==> src/rtl/core/lhp_pkg.sv <==
package lhp_pkg;

  typedef struct packed {
    logic [1:0]  mode;
    logic [63:0] sample_ns;
    logic [19:0] percentile_ppm;
  } lhp_req_t;

  typedef struct packed {
    logic [4:0]  bucket_index;
    logic [15:0] percentile_upper_us;
    logic [31:0] sample_total;
    logic [63:0] latency_sum_ns;
  } lhp_rsp_t;

  localparam logic [1:0] MODE_ADD   = 2'd0;
  localparam logic [1:0] MODE_QUERY = 2'd1;
  localparam logic [1:0] MODE_CLEAR = 2'd2;

  localparam int BOUND_LEN = 28;

  localparam logic [15:0] BOUND_US [BOUND_LEN] = '{
    16'd1,    16'd2,    16'd3,    16'd4,    16'd5,     16'd8,     16'd10,
    16'd15,   16'd20,   16'd30,   16'd40,   16'd50,    16'd75,    16'd100,
    16'd150,  16'd200,  16'd300,  16'd500,  16'd750,   16'd1000,  16'd1500,
    16'd2000, 16'd3000, 16'd5000, 16'd8000, 16'd10000, 16'd20000, 16'd50000
  };

  localparam logic [19:0] PPM_SCALE = 20'd1000000;
  localparam logic [9:0]  NS_PER_US = 10'd1000;

  typedef enum logic [3:0] {
    ST_IDLE,
    ST_FIND,
    ST_INC,
    ST_PLO,
    ST_PHI,
    ST_PACC,
    ST_QRD,
    ST_QLO,
    ST_QHI,
    ST_QADD,
    ST_QCMP,
    ST_EMIT
  } lhp_state_t;

  // buckets past the end of the table reuse the last bound
  function automatic logic [15:0] bound_us(input logic [5:0] i);
    logic [15:0] b;
    if (i < 6'(BOUND_LEN)) begin
      b = BOUND_US[i[4:0]];
    end else begin
      b = BOUND_US[BOUND_LEN-1];
    end
    return b;
  endfunction

  function automatic logic [25:0] bound_ns(input logic [5:0] i);
    return 26'(bound_us(i)) * 26'(NS_PER_US);
  endfunction

endpackage

==> src/rtl/core/latency_histogram_percentile.sv <==
// Latency histogram monitor.
// req carries one command per transfer: add a latency sample, query a
// percentile, or clear the histogram. rsp returns exactly one result per
// command, in order, with the bucket touched by an add, the bound answering
// a query, and the sample count and wrapping latency sum after the command.
// Commands run one at a time; req_ready is high only between commands.
// Add: the sample is compared against one bucket bound per cycle, from
// bucket 0 up to the chosen bucket (0 .. NUM_BUCKETS-1). Query: the
// cumulative count is scaled by one shared 32x20 multiplier, two partial
// products per bucket; an empty histogram answers without the walk. Clear
// and the unused mode go straight to the result.
// The result sits in an output register: the next command is taken while it
// waits, and only the following completion stalls until rsp_ready.
// Reset empties every bucket at once through per-bucket valid bits, and
// zeroes the count and the sum; no clearing pass is needed.
module latency_histogram_percentile
  import lhp_pkg::*;
#(
  parameter int NUM_BUCKETS   = 28,
  parameter int COUNTER_WIDTH = 32
) (
  input  logic     clk,
  input  logic     rst,
  input  logic     req_valid,
  output logic     req_ready,
  input  lhp_req_t req,
  output logic     rsp_valid,
  input  logic     rsp_ready,
  output lhp_rsp_t rsp
);

  localparam int IW = $clog2(NUM_BUCKETS);
  localparam int AW = 84 + $clog2(NUM_BUCKETS) + 1;
  localparam logic [AW-1:0] SAT_SCALED = AW'(64'hFFFF_FFFF_FFFF_FFFF) * AW'(PPM_SCALE);
  localparam logic [IW-1:0] LAST_IDX = IW'(NUM_BUCKETS - 1);

  lhp_state_t state, state_next;

  logic [IW-1:0]            idx, idx_next;
  logic [63:0]              ns_q, ns_q_next;
  logic [19:0]              ppm_q, ppm_q_next;
  logic [51:0]              prod, prod_next;
  logic [AW-1:0]            acc, acc_next;
  logic [AW-1:0]            tgt, tgt_next;
  logic                     unreach, unreach_next;
  logic [31:0]              cnt_hi, cnt_hi_next;
  logic [4:0]               bkt, bkt_next;
  logic [15:0]              bound_res, bound_res_next;
  logic [NUM_BUCKETS-1:0]   vld, vld_next;
  logic                     rd_vld;
  logic [COUNTER_WIDTH-1:0] sample_counter, sample_counter_next;
  logic [63:0]              running_sum, running_sum_next;
  logic                     rsp_valid_next;
  lhp_rsp_t                 rsp_next;

  logic [COUNTER_WIDTH-1:0] ram_rdata;
  logic [COUNTER_WIDTH-1:0] cur_count;
  logic [COUNTER_WIDTH-1:0] inc_count;
  logic [63:0]              count64;
  logic [63:0]              cnt64;
  logic [31:0]              mul_a;
  logic [19:0]              mul_b;
  logic                     ram_we;
  logic                     fits;

  lhp_ram #(
    .WIDTH(COUNTER_WIDTH),
    .DEPTH(NUM_BUCKETS)
  ) u_counts (
    .clk  (clk),
    .we   (ram_we),
    .waddr(idx),
    .wdata(inc_count),
    .raddr(idx),
    .rdata(ram_rdata)
  );

  // an entry not written since the last clear reads as zero
  assign cur_count = rd_vld ? ram_rdata : '0;
  assign inc_count = (cur_count == '1) ? cur_count : cur_count + 1'b1;
  assign count64   = 64'(cur_count);
  assign cnt64     = 64'(sample_counter);
  assign fits      = ns_q <= 64'(bound_ns(6'(idx)));
  assign ram_we    = (state == ST_INC);

  always_ff @(posedge clk) begin
    if (rst) begin
      state <= ST_IDLE;
    end else begin
      state <= state_next;
    end
  end

  always_ff @(posedge clk) begin
    if (rst) begin
      vld            <= '0;
      sample_counter <= '0;
      running_sum    <= '0;
      rsp_valid      <= 1'b0;
    end else begin
      vld            <= vld_next;
      sample_counter <= sample_counter_next;
      running_sum    <= running_sum_next;
      rsp_valid      <= rsp_valid_next;
    end
    idx       <= idx_next;
    ns_q      <= ns_q_next;
    ppm_q     <= ppm_q_next;
    prod      <= prod_next;
    acc       <= acc_next;
    tgt       <= tgt_next;
    unreach   <= unreach_next;
    cnt_hi    <= cnt_hi_next;
    bkt       <= bkt_next;
    bound_res <= bound_res_next;
    rd_vld    <= vld[idx];
    rsp       <= rsp_next;
  end

  always_comb begin
    state_next          = state;
    idx_next            = idx;
    ns_q_next           = ns_q;
    ppm_q_next          = ppm_q;
    prod_next           = prod;
    acc_next            = acc;
    tgt_next            = tgt;
    unreach_next        = unreach;
    cnt_hi_next         = cnt_hi;
    bkt_next            = bkt;
    bound_res_next      = bound_res;
    vld_next            = vld;
    sample_counter_next = sample_counter;
    running_sum_next    = running_sum;
    rsp_valid_next      = rsp_valid && !rsp_ready;
    rsp_next            = rsp;
    req_ready           = 1'b0;
    mul_a               = '0;
    mul_b               = '0;

    case (state)
      ST_IDLE: begin
        req_ready = 1'b1;
        if (req_valid) begin
          ns_q_next      = req.sample_ns;
          ppm_q_next     = req.percentile_ppm;
          idx_next       = '0;
          acc_next       = '0;
          bkt_next       = '0;
          bound_res_next = '0;
          case (req.mode)
            MODE_ADD: begin
              state_next = ST_FIND;
            end
            MODE_QUERY: begin
              if (sample_counter == '0) begin
                state_next = ST_EMIT;
              end else begin
                state_next = ST_PLO;
              end
            end
            MODE_CLEAR: begin
              vld_next            = '0;
              sample_counter_next = '0;
              running_sum_next    = '0;
              state_next          = ST_EMIT;
            end
            default: begin
              state_next = ST_EMIT;
            end
          endcase
        end
      end

      // ceil(ns / 1000) <= bound is the same as ns <= bound * 1000
      ST_FIND: begin
        if (fits || idx == LAST_IDX) begin
          state_next = ST_INC;
        end else begin
          idx_next = idx + 1'b1;
        end
      end

      ST_INC: begin
        vld_next[idx]    = 1'b1;
        running_sum_next = running_sum + ns_q;
        if (sample_counter != '1) begin
          sample_counter_next = sample_counter + 1'b1;
        end
        bkt_next   = 5'(idx);
        state_next = ST_EMIT;
      end

      // scaled target: count * ppm, compared later against cum * 1e6
      ST_PLO: begin
        mul_a      = cnt64[31:0];
        mul_b      = ppm_q;
        prod_next  = 52'(mul_a) * 52'(mul_b);
        state_next = ST_PHI;
      end

      ST_PHI: begin
        acc_next   = acc + AW'(prod);
        mul_a      = cnt64[63:32];
        mul_b      = ppm_q;
        prod_next  = 52'(mul_a) * 52'(mul_b);
        state_next = ST_PACC;
      end

      ST_PACC: begin
        tgt_next   = acc + (AW'(prod) << 32);
        acc_next   = '0;
        idx_next   = '0;
        state_next = ST_QRD;
      end

      // count read issued here, data arrives next cycle
      ST_QRD: begin
        unreach_next = tgt > SAT_SCALED;
        state_next   = ST_QLO;
      end

      ST_QLO: begin
        mul_a       = count64[31:0];
        mul_b       = PPM_SCALE;
        prod_next   = 52'(mul_a) * 52'(mul_b);
        cnt_hi_next = count64[63:32];
        state_next  = ST_QHI;
      end

      ST_QHI: begin
        acc_next   = acc + AW'(prod);
        mul_a      = cnt_hi;
        mul_b      = PPM_SCALE;
        prod_next  = 52'(mul_a) * 52'(mul_b);
        state_next = ST_QADD;
      end

      ST_QADD: begin
        acc_next   = acc + (AW'(prod) << 32);
        state_next = ST_QCMP;
      end

      ST_QCMP: begin
        if (!unreach && acc >= tgt) begin
          bound_res_next = bound_us(6'(idx));
          state_next     = ST_EMIT;
        end else if (idx == LAST_IDX) begin
          bound_res_next = bound_us(6'(NUM_BUCKETS - 1));
          state_next     = ST_EMIT;
        end else begin
          idx_next   = idx + 1'b1;
          state_next = ST_QRD;
        end
      end

      ST_EMIT: begin
        if (!rsp_valid || rsp_ready) begin
          rsp_next.bucket_index        = bkt;
          rsp_next.percentile_upper_us = bound_res;
          rsp_next.sample_total        = 32'(sample_counter);
          rsp_next.latency_sum_ns      = running_sum;
          rsp_valid_next               = 1'b1;
          state_next                   = ST_IDLE;
        end
      end

      default: begin
        state_next = ST_IDLE;
      end
    endcase
  end

  a_add_counts: assert property (@(posedge clk) disable iff (rst)
    state == ST_INC |=> sample_counter != '0)
    else $error("sample count still zero after an add");

  a_entry_valid: assert property (@(posedge clk) disable iff (rst)
    state == ST_INC |=> vld[$past(idx)])
    else $error("incremented bucket not marked valid");

  a_hit_emits: assert property (@(posedge clk) disable iff (rst)
    (state == ST_QCMP && !unreach && acc >= tgt) |=> state == ST_EMIT)
    else $error("query hit did not finish the walk");

  a_reset_empty: assert property (@(posedge clk) disable iff (rst)
    $past(rst) |-> (vld == '0 && sample_counter == '0 && running_sum == '0))
    else $error("histogram not empty after reset");

endmodule

==> src/rtl/core/lhp_ram.sv <==
module lhp_ram #(
  parameter int WIDTH = 32,
  parameter int DEPTH = 28
) (
  input  logic                     clk,
  input  logic                     we,
  input  logic [$clog2(DEPTH)-1:0] waddr,
  input  logic [WIDTH-1:0]         wdata,
  input  logic [$clog2(DEPTH)-1:0] raddr,
  output logic [WIDTH-1:0]         rdata
);

  logic [WIDTH-1:0] mem [DEPTH];

  always_ff @(posedge clk) begin
    if (we) begin
      mem[waddr] <= wdata;
    end
    rdata <= mem[raddr];
  end

endmodule

==> config.mk <==
export PLATFORM = sky130hd
export DESIGN_NAME = latency_histogram_percentile
export DESIGN_NICKNAME = d
export VERILOG_FILES = /design/src/rtl/core/lhp_pkg.sv /design/src/rtl/core/latency_histogram_percentile.sv /design/src/rtl/core/lhp_ram.sv
export SDC_FILE = /design/constraint.sdc
export NUM_CORES = 2
export LEC_CHECK = 0
export BUFFER_PORTS_ARGS = -buffer_cell sky130_fd_sc_hd__buf_2
export CORE_MARGIN = 8
export CORE_UTILIZATION = 64
export CTS_CLUSTER_DIAMETER = 120
export CTS_CLUSTER_SIZE = 12
export DETAILED_ROUTE_END_ITERATION = 8
export GPL_TIMING_DRIVEN = 0
export PLACE_DENSITY_LB_ADDON = 0.05
export SYNTH_ARGS = -nofsm -noshare
export SYNTH_HDL_FRONTEND = slang
export SYNTH_SLANG_ARGS = --single-unit
==> constraint.sdc <==
create_clock -name clk -period 11.5 [get_ports clk]
set_input_delay 3.45 -clock clk [delete_from_list [all_inputs] [get_ports clk]]
set_output_delay 3.45 -clock clk [all_outputs]
set_load 0.005 [all_outputs]
==> results.md <==
- Post-synth net total: roughly 9,500
- CTS Buf Count: 145
- RSZ-0062 raised after global routing: no
- Share of cells above drive strength 1: under 10%
- Number of flops mapped to enable cells by yosys: 1,356
- # H-tree levels: 4
- Clock latency on the worst-skew pair: approximately 840 ps
- Pwr Density: 247 mW/mm^2
- Sw power: 11.6 mW
- Initial antenna violation count: 9
- Pint: 15.1 mW
- Min Tclk post-route: approximately 11,000 ps
- LEAKAGE: 44.9 nW
- Grt ovf: 0
- Peak VDD IR: about 1.2 mV
- Synth cell types: 95
- Cell mode on critical path: a21oi_1
- Worst Hold Class: register to register
- Cell row count: ~140
- Clock skew: 89.7 ps
- Hold-fix buffers, CTS: 0
- Cells after synthesis: 8,021
- Max cap viols: 1
- Via density per instance: approximately 6.3
- Synth Warn #: 0
- Clock power share: ~17%
- Global-route wire length before repair: 425 mm
- Root Buffer: clkbuf_16
- Hold depth: 0
- CTS tree: yes
- CP peak stage delay: 710 ps
- Net count reported at finish: 9,995
- Clock transition at path regs: 60 ps
- Total core area: between 0.15 and 0.2 mm^2
- Initial Util: 64.5%
- Area Growth Syn to Fin: 10.1%
- Fin crit share: 94.5%
- Tot GR Track Use: 33.7%
- Max FO, Critical Path: 13
- Fin. Hold Viols: 0
- Rel. slew slack: 0.799%
- Top Ports: 209
- Post-synth top area share: 41.5%
- Die Span Y: between 400 and 500 um
- Most common cell in the netlist: edfxtp_1
- Req. time, crit path: 12,210 ps
- Critical Path End Type: register
- Largest cells by area after synthesis: edfxtp_1 (41%), fa_1 (15%), ha_1 (8.7%), mux4_2 (5.1%), inv_1 (3.5%)
- Critical Path Start Type: register
- Placer Congestion: ~0.96
- Drt pass-1 iters: 6
- Drt first-iter violations: 7,649
- PortBufs: 207
- Max Root-Sink Buffers: 3
- Post-Synthesis Mean Instance Area: ~12 um^2
- Commonest cells post-synth: edfxtp_1 (1,356), inv_1 (906), nand2_1 (806), fa_1 (728), ha_1 (686)
- CP Class: register to register
- Reg power frac: between 20 and 30%
- Sw frac: 43.3%
- Failing checks: max-capacitance violations
- Area of the die: 0.166 mm^2
- Crit path DAT: 11,580 ps
- Register-to-Register Path Depth: 37
- Final setup fails: 0
- Vias in the first global route: 67,600
- Number of synthesized register bits: between 1,500 and 2,000
- DPL Wire Length: roughly 220 mm
- Number of remaining DRC errors: 0
- Clk sinks: 1,518
- Die X-Extent: 408 um
- Status: finished with violations
- Max Clock Freq: 92.0 MHz
- Via total after detailed routing: 67,300
- Fin util: roughly 71%
- ANT nets after route: 0
- Post-Syn Area: 0.0981 mm^2
- Sequential share of the synthesized area: 44.8%
- Top_reg_cell synth: edfxtp_1
- Combinational share of power: 54.6%
- Fin. max-slew vios: 0
- Ys async rst share: 0%
- Largest area contributor in the netlist: edfxtp_1
- Largest net degree at the start of global routing: 65
- Crit-path slowest cell: a21oi_1
- Worst hold slack: roughly 410 ps
- Post-Route WL: about 280 mm
- Worst Tran Pin Value: 1480 ps
- WL/cell: 26.8 um
[worst max-delay path: cells and delay by family, from the launching register on]
family                     cells  cell delay [ps]
AOI/OAI and AO/OA             17             4230
adders and majority gates      7             2780
buffers and inverters          7             2240
and+or+nand+nor                5              790
DFF                            1              530
xor gates and xnor gates       1              150
[kinds of logic after synthesis]
| logic type | count (synthesis) | synth area share (%) |
|---|---|---|
| AO/OA/AOI/OAI | 1246 | 8.38 |
| buffers and inverters | 1250 | 4.78 |
| AND/OR/NAND/NOR | 1913 | 9.09 |
| adder cells (fa/ha/maj) | 1415 | 23.6 |
| flip-flops | 1518 | 44.8 |
| multiplexers | 331 | 6.22 |
| XOR/XNOR | 348 | 3.11 |
[flip-flops by register name (all words and copies together), names as in the netlist, 32 cells and up]
| register | count |
|---|---|
| u_counts.rdata | 32 |
| tgt | 90 |
| running_sum | 64 |
| u_counts.mem | 896 |
| sample_counter | 32 |
| rsp | 117 |
| ns_q | 64 |
| prod | 52 |
| acc | 90 |
[worst paths after layout]
check	start	to	slack [ps]
worst min register to register	sample_counter[14]	rsp[78]	410
worst min-delay path	sample_counter[14]	rsp[78]	410
worst max register to register	idx[1]	state[3]	630
worst max-delay path	idx[1]	state[3]	630
[metrics by stage]
step / setup WS, ps / setup TNS [ps] / cells / area [um^2] / power (mW)
floorplan: 1940 / 0 / 8021 / 98100 / 17.8
global placement: -1930 / -246110 / 10300 / 102000 / 21.5
detailed placement: -1210 / -9400 / 10400 / 104000 / 22.0
CTS: 67.5 / 0 / 10600 / 108000 / 26.6
global route: 50.2 / 0 / 10600 / 108000 / 28.5
finish: 628 / 0 / 10600 / 108000 / 26.7
[per-layer routing]
layer	GRT usage, %	wire length (um)
met5	0	41
met4	15.4	15400
met3	5.67	25100
met2	54.1	134000
met1	45.5	110000
[power groups by stage]
stage / clock (mW) / sequential, mW / combinational (mW)
after floorplan: 0 / 7.35 / 10.4
after global routing: 4.78 / 7.61 / 16.1
after CTS: 4.61 / 7.55 / 14.4
after global placement: 0 / 7.74 / 13.7
after detailed placement: 0 / 7.65 / 14.3
final: 4.56 / 7.57 / 14.6
[area by class of cell]
cell class,count,area (um^2)
fillers,10700,44000
clock buffers,214,3900
well taps,2030,2540
flip-flops and latches,1518,44000
multi-input cells,5253,49900
repair buffers,326,2610
inverters,907,3410
plain buffers,340,1290
diodes,4,10.0
clock inverters,17,453
[cell usage in the layout (no fill, tap or decap), types with 223 or more instances in the layout]
cell type	synthesis	final
nor2_1	355	343
ha_1	686	686
a21oi_1	298	295
fa_1	728	728
a21o_1	230	230
and2_1	228	225
mux4_2	223	223
inv_1	906	905
edfxtp_1	1356	1356
nand2_1	806	806
o21ai_0	236	234
clkbuf_1	293	356
[what timing repair did]
item,CTS,global route
setup buffers,0,0
pin swaps,0,0
gates resized for setup,7,7
endpoints found under the setup margin,8,8
(Power assumes the default switching activity.)
